$ cat src/design/wapt_pkg.sv
`default_nettype none

package wapt_pkg;

   localparam int WINDOW_DEFAULT      = 64;
   localparam int SAMPLE_BITS_DEFAULT = 32;
   localparam int FRAC_BITS_DEFAULT   = 8;

   typedef struct packed {
      logic capture;
      logic update;
      logic div_start;
      logic div_step;
      logic out_load;
   } wapt_cmd_type;

   typedef struct packed {
      logic div_done;
   } wapt_status_type;

endpackage

`default_nettype wire

$ cat src/design/wapt_ctrl.sv
`default_nettype none

module wapt_ctrl (
   input  wire logic                      clock,
   input  wire logic                      reset,
   input  wire logic                      req_valid,
   output logic                           req_ready,
   output logic                           rsp_valid,
   input  wire logic                      rsp_ready,
   output wapt_pkg::wapt_cmd_type         cmd,
   input  wire wapt_pkg::wapt_status_type status
);
   import wapt_pkg::*;

   typedef enum logic [2:0] {
      S_IDLE,
      S_UPDATE,
      S_LOAD,
      S_DIVIDE,
      S_DONE
   } state_type;

   state_type state_ff;
   logic      rsp_valid_ff;
   logic      out_free;

   assign out_free  = !rsp_valid_ff || rsp_ready;
   assign req_ready = (state_ff == S_IDLE);
   assign rsp_valid = rsp_valid_ff;

   always_comb begin
      cmd           = '0;
      cmd.capture   = (state_ff == S_IDLE) && req_valid;
      cmd.update    = (state_ff == S_UPDATE);
      cmd.div_start = (state_ff == S_LOAD);
      cmd.div_step  = (state_ff == S_DIVIDE) && !status.div_done;
      cmd.out_load  = (state_ff == S_DONE) && out_free;
   end

   always_ff @(posedge clock) begin
      if (reset) begin
         state_ff     <= S_IDLE;
         rsp_valid_ff <= 1'b0;
      end else begin
         if (cmd.out_load) begin
            rsp_valid_ff <= 1'b1;
         end else if (rsp_valid_ff && rsp_ready) begin
            rsp_valid_ff <= 1'b0;
         end
         unique case (state_ff)
            S_IDLE: begin
               if (req_valid) begin
                  state_ff <= S_UPDATE;
               end
            end
            S_UPDATE: begin
               state_ff <= S_LOAD;
            end
            S_LOAD: begin
               state_ff <= S_DIVIDE;
            end
            S_DIVIDE: begin
               if (status.div_done) begin
                  state_ff <= S_DONE;
               end
            end
            S_DONE: begin
               if (out_free) begin
                  state_ff <= S_IDLE;
               end
            end
            default: begin
               state_ff <= S_IDLE;
            end
         endcase
      end
   end

   a_load_when_free: assert property (@(posedge clock) disable iff (reset)
      cmd.out_load |-> (!rsp_valid_ff || rsp_ready))
      else $error("result loaded over a beat that was not taken");

   a_accept_goes_update: assert property (@(posedge clock) disable iff (reset)
      (req_valid && req_ready) |=> (state_ff == S_UPDATE))
      else $error("accepted beat did not start an update");

   a_valid_after_load: assert property (@(posedge clock) disable iff (reset)
      cmd.out_load |=> rsp_valid_ff)
      else $error("loaded result not presented");

endmodule

`default_nettype wire

$ cat src/design/wapt_datapath.sv
`default_nettype none

module wapt_datapath #(
   parameter int WINDOW      = wapt_pkg::WINDOW_DEFAULT,
   parameter int SAMPLE_BITS = wapt_pkg::SAMPLE_BITS_DEFAULT,
   parameter int FRAC_BITS   = wapt_pkg::FRAC_BITS_DEFAULT
) (
   input  wire logic                                clock,
   input  wire logic                                reset,
   input  wire wapt_pkg::wapt_cmd_type              cmd,
   output wapt_pkg::wapt_status_type                status,
   input  wire logic [SAMPLE_BITS-1:0]              req_sample,
   output logic [SAMPLE_BITS+FRAC_BITS-1:0]         rsp_mean_fixed,
   output logic [SAMPLE_BITS-1:0]                   rsp_peak,
   output logic [$clog2(WINDOW+1)-1:0]              rsp_fill_count
);
   import wapt_pkg::*;

   localparam int CNT_BITS  = $clog2(WINDOW + 1);
   localparam int SLOT_BITS = (WINDOW > 1) ? $clog2(WINDOW) : 1;
   localparam int SUM_BITS  = SAMPLE_BITS + $clog2(WINDOW);
   localparam int DVD_BITS  = SUM_BITS + FRAC_BITS;
   localparam int MEAN_BITS = SAMPLE_BITS + FRAC_BITS;
   localparam int STEP_BITS = $clog2(DVD_BITS + 1);

   logic [SAMPLE_BITS-1:0] ring [WINDOW];
   logic [SAMPLE_BITS-1:0] old_ff;
   logic [SAMPLE_BITS-1:0] sample_ff;
   logic [SLOT_BITS-1:0]   slot_ff;
   logic [CNT_BITS-1:0]    count_ff;
   logic [SUM_BITS-1:0]    sum_ff;
   logic [SUM_BITS-1:0]    sum_in;
   logic [SAMPLE_BITS-1:0] peak_ff;
   logic [DVD_BITS-1:0]    dvd_ff;
   logic [CNT_BITS-1:0]    rem_ff;
   logic [STEP_BITS-1:0]   step_ff;
   logic [CNT_BITS:0]      trial;
   logic                   trial_ok;
   logic                   full;
   logic [MEAN_BITS-1:0]   mean_ff;
   logic [SAMPLE_BITS-1:0] peak_out_ff;
   logic [CNT_BITS-1:0]    fill_out_ff;

   assign full     = (count_ff == CNT_BITS'(WINDOW));
   assign sum_in   = sum_ff - (full ? SUM_BITS'(old_ff) : '0) + SUM_BITS'(sample_ff);
   assign trial    = {rem_ff, dvd_ff[DVD_BITS-1]};
   assign trial_ok = (trial >= (CNT_BITS+1)'(count_ff));

   assign status.div_done = (step_ff == '0);

   always_ff @(posedge clock) begin
      old_ff <= ring[slot_ff];
      if (cmd.update) begin
         ring[slot_ff] <= sample_ff;
      end
   end

   always_ff @(posedge clock) begin
      if (reset) begin
         slot_ff  <= '0;
         count_ff <= '0;
         sum_ff   <= '0;
         peak_ff  <= '0;
         step_ff  <= '0;
      end else begin
         if (cmd.update) begin
            sum_ff <= sum_in;
            if (!full) begin
               count_ff <= count_ff + 1'b1;
            end
            if (slot_ff == SLOT_BITS'(WINDOW - 1)) begin
               slot_ff <= '0;
            end else begin
               slot_ff <= slot_ff + 1'b1;
            end
            if (sample_ff > peak_ff) begin
               peak_ff <= sample_ff;
            end
         end
         if (cmd.div_start) begin
            step_ff <= STEP_BITS'(DVD_BITS);
         end else if (cmd.div_step) begin
            step_ff <= step_ff - 1'b1;
         end
      end
   end

   always_ff @(posedge clock) begin
      if (cmd.capture) begin
         sample_ff <= req_sample;
      end
      if (cmd.div_start) begin
         dvd_ff <= DVD_BITS'(sum_ff) << FRAC_BITS;
         rem_ff <= '0;
      end else if (cmd.div_step) begin
         dvd_ff <= {dvd_ff[DVD_BITS-2:0], trial_ok};
         if (trial_ok) begin
            rem_ff <= CNT_BITS'(trial - (CNT_BITS+1)'(count_ff));
         end else begin
            rem_ff <= trial[CNT_BITS-1:0];
         end
      end
      if (cmd.out_load) begin
         mean_ff     <= dvd_ff[MEAN_BITS-1:0];
         peak_out_ff <= peak_ff;
         fill_out_ff <= count_ff;
      end
   end

   assign rsp_mean_fixed = mean_ff;
   assign rsp_peak       = peak_out_ff;
   assign rsp_fill_count = fill_out_ff;

   a_divisor_nonzero: assert property (@(posedge clock) disable iff (reset)
      cmd.div_start |-> (count_ff != '0))
      else $error("division started with an empty window");

   a_count_bounded: assert property (@(posedge clock) disable iff (reset)
      count_ff <= CNT_BITS'(WINDOW))
      else $error("fill count beyond the window");

   a_peak_monotonic: assert property (@(posedge clock) disable iff (reset)
      !$past(reset) |-> (peak_ff >= $past(peak_ff)))
      else $error("peak decreased");

   a_mean_below_peak: assert property (@(posedge clock) disable iff (reset)
      cmd.out_load |-> (dvd_ff <= (DVD_BITS'(peak_ff) << FRAC_BITS)))
      else $error("mean exceeds the peak");

endmodule

`default_nettype wire

$ cat src/design/windowed_average_peak_tracker_core.sv
// rsp_valid rises once the one-bit-per-cycle restoring divider has finished and the result
// is loaded into the output register; the controller steps IDLE, UPDATE, LOAD, DIVIDE, DONE.
// A new beat is taken only in IDLE, never while the previous one is still being processed;
// the next beat may be taken while the previous result still waits in the output register.
// Reset clears the controller, fill count, write slot, running sum and peak at once.
// The sample ring is not cleared; entries are only read after they are written.
`default_nettype none

module windowed_average_peak_tracker_core #(
   parameter int WINDOW      = wapt_pkg::WINDOW_DEFAULT,
   parameter int SAMPLE_BITS = wapt_pkg::SAMPLE_BITS_DEFAULT,
   parameter int FRAC_BITS   = wapt_pkg::FRAC_BITS_DEFAULT
) (
   input  wire logic                        clock,
   input  wire logic                        reset,
   input  wire logic                        req_valid,
   output logic                             req_ready,
   input  wire logic [SAMPLE_BITS-1:0]      req_sample,
   output logic                             rsp_valid,
   input  wire logic                        rsp_ready,
   output logic [SAMPLE_BITS+FRAC_BITS-1:0] rsp_mean_fixed,
   output logic [SAMPLE_BITS-1:0]           rsp_peak,
   output logic [$clog2(WINDOW+1)-1:0]      rsp_fill_count
);
   import wapt_pkg::*;

   wapt_cmd_type    cmd;
   wapt_status_type status;

   wapt_ctrl u_ctrl (
      .clock     (clock),
      .reset     (reset),
      .req_valid (req_valid),
      .req_ready (req_ready),
      .rsp_valid (rsp_valid),
      .rsp_ready (rsp_ready),
      .cmd       (cmd),
      .status    (status)
   );

   wapt_datapath #(
      .WINDOW      (WINDOW),
      .SAMPLE_BITS (SAMPLE_BITS),
      .FRAC_BITS   (FRAC_BITS)
   ) u_datapath (
      .clock          (clock),
      .reset          (reset),
      .cmd            (cmd),
      .status         (status),
      .req_sample     (req_sample),
      .rsp_mean_fixed (rsp_mean_fixed),
      .rsp_peak       (rsp_peak),
      .rsp_fill_count (rsp_fill_count)
   );

endmodule

`default_nettype wire
$ cat config.mk
export PLATFORM = sky130hd
export DESIGN_NAME = windowed_average_peak_tracker_core
export DESIGN_NICKNAME = d
export VERILOG_FILES = /design/src/design/wapt_pkg.sv /design/src/design/wapt_ctrl.sv /design/src/design/wapt_datapath.sv /design/src/design/windowed_average_peak_tracker_core.sv
export SDC_FILE = /design/constraint.sdc
export NUM_CORES = 2
export LEC_CHECK = 0
export ABC_CLOCK_PERIOD_IN_PS = 6290
export BUFFER_PORTS_ARGS = -buffer_cell sky130_fd_sc_hd__buf_4
export CORE_MARGIN = 5
export CORE_UTILIZATION = 40
export CTS_BUF_LIST = sky130_fd_sc_hd__clkbuf_4
export DETAILED_ROUTE_END_ITERATION = 10
export PLACE_DENSITY = 0.63
export SLEW_MARGIN = 20
export SYNTH_ARGS = -nofsm -noshare
export SYNTH_HDL_FRONTEND = slang
export SYNTH_SLANG_ARGS = --single-unit
$ cat constraint.sdc
create_clock -name clock -period 6.29 [get_ports clock]
set_input_delay 1.5725 -clock clock [delete_from_list [all_inputs] [get_ports clock]]
set_output_delay 1.5725 -clock clock [all_outputs]
set_load 0.1 [all_outputs]
==> results.txt <==
CP Data Arrival Time - 6.21 ns
initial antenna violation count - 38
fin crit share - 78.77%
Row Count - 175
Critical Path Most Common Cell - o21ai_0
LEAKAGE - 33.93 nW
Clk pin slew, worst setup/hold paths - 0.07 ns
hold crit path type - input port to flip-flop
FF-to-FF Start - u_datapath.slot_ff[2]$_SDFFE_PP0P_
Crit Path Class - flip-flop to flip-flop
WL/cell - 31.13 um
Fmax achieved - 0.2018 GHz
post-route non-filler standard cell count - 9,671
Vias - 57.93k
dpl ws - 1.400 ns
GP Congestion - 0.9334
Slowest-stage cell, CP - nor3_1
placed insts - 8,625
sum of negative setup slack - 0 ns
RR Endpoint - u_datapath.old_ff[13]$_DFF_P_
area of the die - 0.2383 mm2
wirelength, routed - 301,100 um
clk_lat worst skew - 1.47 ns
vias in the first global route - 56.04k
crit path cell chain - buf_12 -> nor2_4 -> buf_4 -> a221oi_1 -> a21oi_1 -> o21ai_0 -> o21ai_0 -> nor3_1 -> nand2_1
Ports - 117
critical path capture point - u_datapath.old_ff[13]$_DFF_P_
setup ws final - 1.335 ns
Seq cells post-synth - 2,337
PwrDens - 357.4 mW/mm2
Worst Setup SP - u_datapath.slot_ff[2]$_SDFFE_PP0P_
Clock Skews - 0.1385 ns
commonest non-fill, non-tap cell in the layout - edfxtp_1
DR DRC count - 0
antenna violation net count after detailed routing - 0
Netlist cell types - 82
Avg Inst Size Synth - 16.35 um2
reg-to-reg setup timing slack - 1.34 ns
Slew Viols, Final - 0
relative slew slack - 16.63%
final worst path period need - 4.955 ns
FF-to-FF path depth - 9
Syn Nets - 5,744
# resized after CTS - 0
vias per cell - 5.990
Post-synth ARST share - 0%
Ys Warns - 0
layout cells sized above 1 - 24.03%
CTS Hold Bufs - 0
largest net degree at the start of global routing - 113
critical path depth - 9
clk buf depth - 4
TritonCTS buffer count - 609
DIE HEIGHT - 488.2 um
area of the core - 0.2275 mm2
Max Cap Viol - 0
CTS root buffer - clkbuf_4
hold path cells - 1
drt first-iter violations - 8,721
most frequent cells in the layout - edfxtp_1, clkbuf_4, buf_4
RSZ-0062 raised after global routing - false
max incr delay on CP - 0.99 ns
TritonCTS clock tree - yes
WP data required - 7.55 ns
Bufs and invs on worst path - 2
Initial Util - 40.21%
main flop type after synthesis - edfxtp_1
slew of the pin with the lowest slew margin - 1.248 ns
clk sinks - 2,337
GRT Total Usage - 24.70%
# Post-CTS Setup Buffers - 0
Critical Path Sink Type - flip-flop
endpoints failing hold - 0
outcome - complete, no violations
drt pass-1 iters - 6
synthesized area - 0.09147 mm2
worst-path maximum fanout - 101
global-route wire length before repair - 421,200 um
Die Span X - 488.2 um
startpoint types - flip-flop
Top delay family on crit path - compound AO/OA/AOI/OAI gates
Synth Instances - 5,593
NumNets Final - 6,379
Area Growth Syn to Fin - 14.43%
number of port buffers - 116
post-synthesis sequential area ratio - 75.19%
Post-DP HPWL - 179,100 um
# fillers - 19.66k
total gr overflow - 0
Post-synth EDFFs - 2,197
Max IR drop VDD - 0.1965 mV
CTS H-tree lvls - 6
# setup viols final - 0
==> worst min-delay path by stage <==
stage                                              startpoint                                      to  slack, ns
after floorplan           u_datapath.count_ff[6]$_SDFFE_PP0P_  u_datapath.rsp_fill_count[6]$_DFFE_PP_       0.41
after global placement    u_datapath.count_ff[6]$_SDFFE_PP0P_  u_datapath.rsp_fill_count[6]$_DFFE_PP_       0.42
after detailed placement  u_datapath.count_ff[6]$_SDFFE_PP0P_  u_datapath.rsp_fill_count[6]$_DFFE_PP_       0.42
after CTS                                      req_sample[27]      u_datapath.sample_ff[27]$_DFFE_PP_       0.27
after global routing                           req_sample[27]      u_datapath.sample_ff[27]$_DFFE_PP_       0.25
final                                          req_sample[27]      u_datapath.sample_ff[27]$_DFFE_PP_       0.37
==> Yosys cell counts (22+ instances only) <==
library cell / number / area share (%)
o21ai_0: 153 / 0.84
a21oi_1: 318 / 1.7
a21o_1: 28 / 0.23
a31oi_1: 36 / 0.25
a22oi_1: 292 / 2.4
dfxtp_1: 140 / 3.1
mux4_2: 62 / 1.5
nand4_1: 37 / 0.25
buf_4: 38 / 0.31
inv_1: 187 / 0.77
mux2_2: 98 / 1.2
a41oi_1: 23 / 0.22
a211oi_1: 22 / 0.18
buf_2: 141 / 0.77
o22ai_1: 75 / 0.51
nand3_1: 27 / 0.15
mux2i_1: 214 / 2.3
buf_1: 22 / 0.090
clkbuf_1: 108 / 0.44
ha_1: 82 / 1.1
nor3_1: 22 / 0.12
xnor2_1: 31 / 0.30
fa_1: 33 / 0.72
edfxtp_1: 2197 / 72
and2_1: 38 / 0.26
nand2_1: 278 / 1.1
buf_6: 27 / 0.33
nor2_1: 304 / 1.2
a221oi_1: 257 / 2.5
a22o_1: 59 / 0.56
==> metal layers <==
metal	GRT usage (%)	vias up	wire length [um]
met2	36.86	4258	132900
met3	7.780	657	40890
li1	-	23910	-
met4	11.62	16	14750
met5	0	-	100
met1	32.99	29090	112400
==> per-stage QoR <==
step | utilization [%] | power [W] | hold slack, ns | instance area, um2
finish | 46.01 | 0.03741 | 0.3674 | 104700
CTS | 45.97 | 0.03742 | 0.2707 | 104600
global route | 45.99 | 0.03883 | 0.2460 | 104600
detailed placement | 42.68 | 0.02446 | 0.4244 | 97090
global placement | 42.59 | 0.02442 | 0.4173 | 96890
floorplan | - | 0.02196 | 0.4082 | 91470
==> state kept, by name, summed over array words and instances (netlist names), 32 cells and up <==
signal,cells
u_datapath.dvd_ff,46
u_datapath.old_ff,32
u_datapath.peak_ff,32
u_datapath.ring,2048
u_datapath.rsp_mean_fixed,40
u_datapath.rsp_peak,32
u_datapath.sample_ff,32
u_datapath.sum_ff,38
==> power breakdown <==
part	total [W]	internal (W)	switching [W]
Combinational	0.00622	0.00177	0.00445
Sequential	0.0181	0.0178	0.000338
Clock	0.0131	0.00693	0.00617
==> kinds of logic after synthesis <==
| logic type | synth area share (%) |
|---|---|
| AO/OA/AOI/OAI | 10.66 |
| XOR/XNOR | 0.4309 |
| adder cells (fa/ha/maj) | 1.844 |
| buffers and inverters | 2.763 |
| flip-flops | 75.19 |
| multiplexers | 5.264 |
| AND/OR/NAND/NOR | 3.845 |
==> area by class of cell <==
class                           count  area, um2  area share, %
Tap cell                         3009       3765          3.597
Clock inverter                    123      770.7         0.7364
Clock buffer                      897       6734          6.434
Multi-Input combinational cell   2729      20860          19.92
Timing Repair Buffer              362       2983          2.850
Inverter                          189      711.9         0.6802
Antenna cell                       25      62.56        0.05977
Sequential cell                  2337      68790          65.72
(Power assumes the default switching activity.)
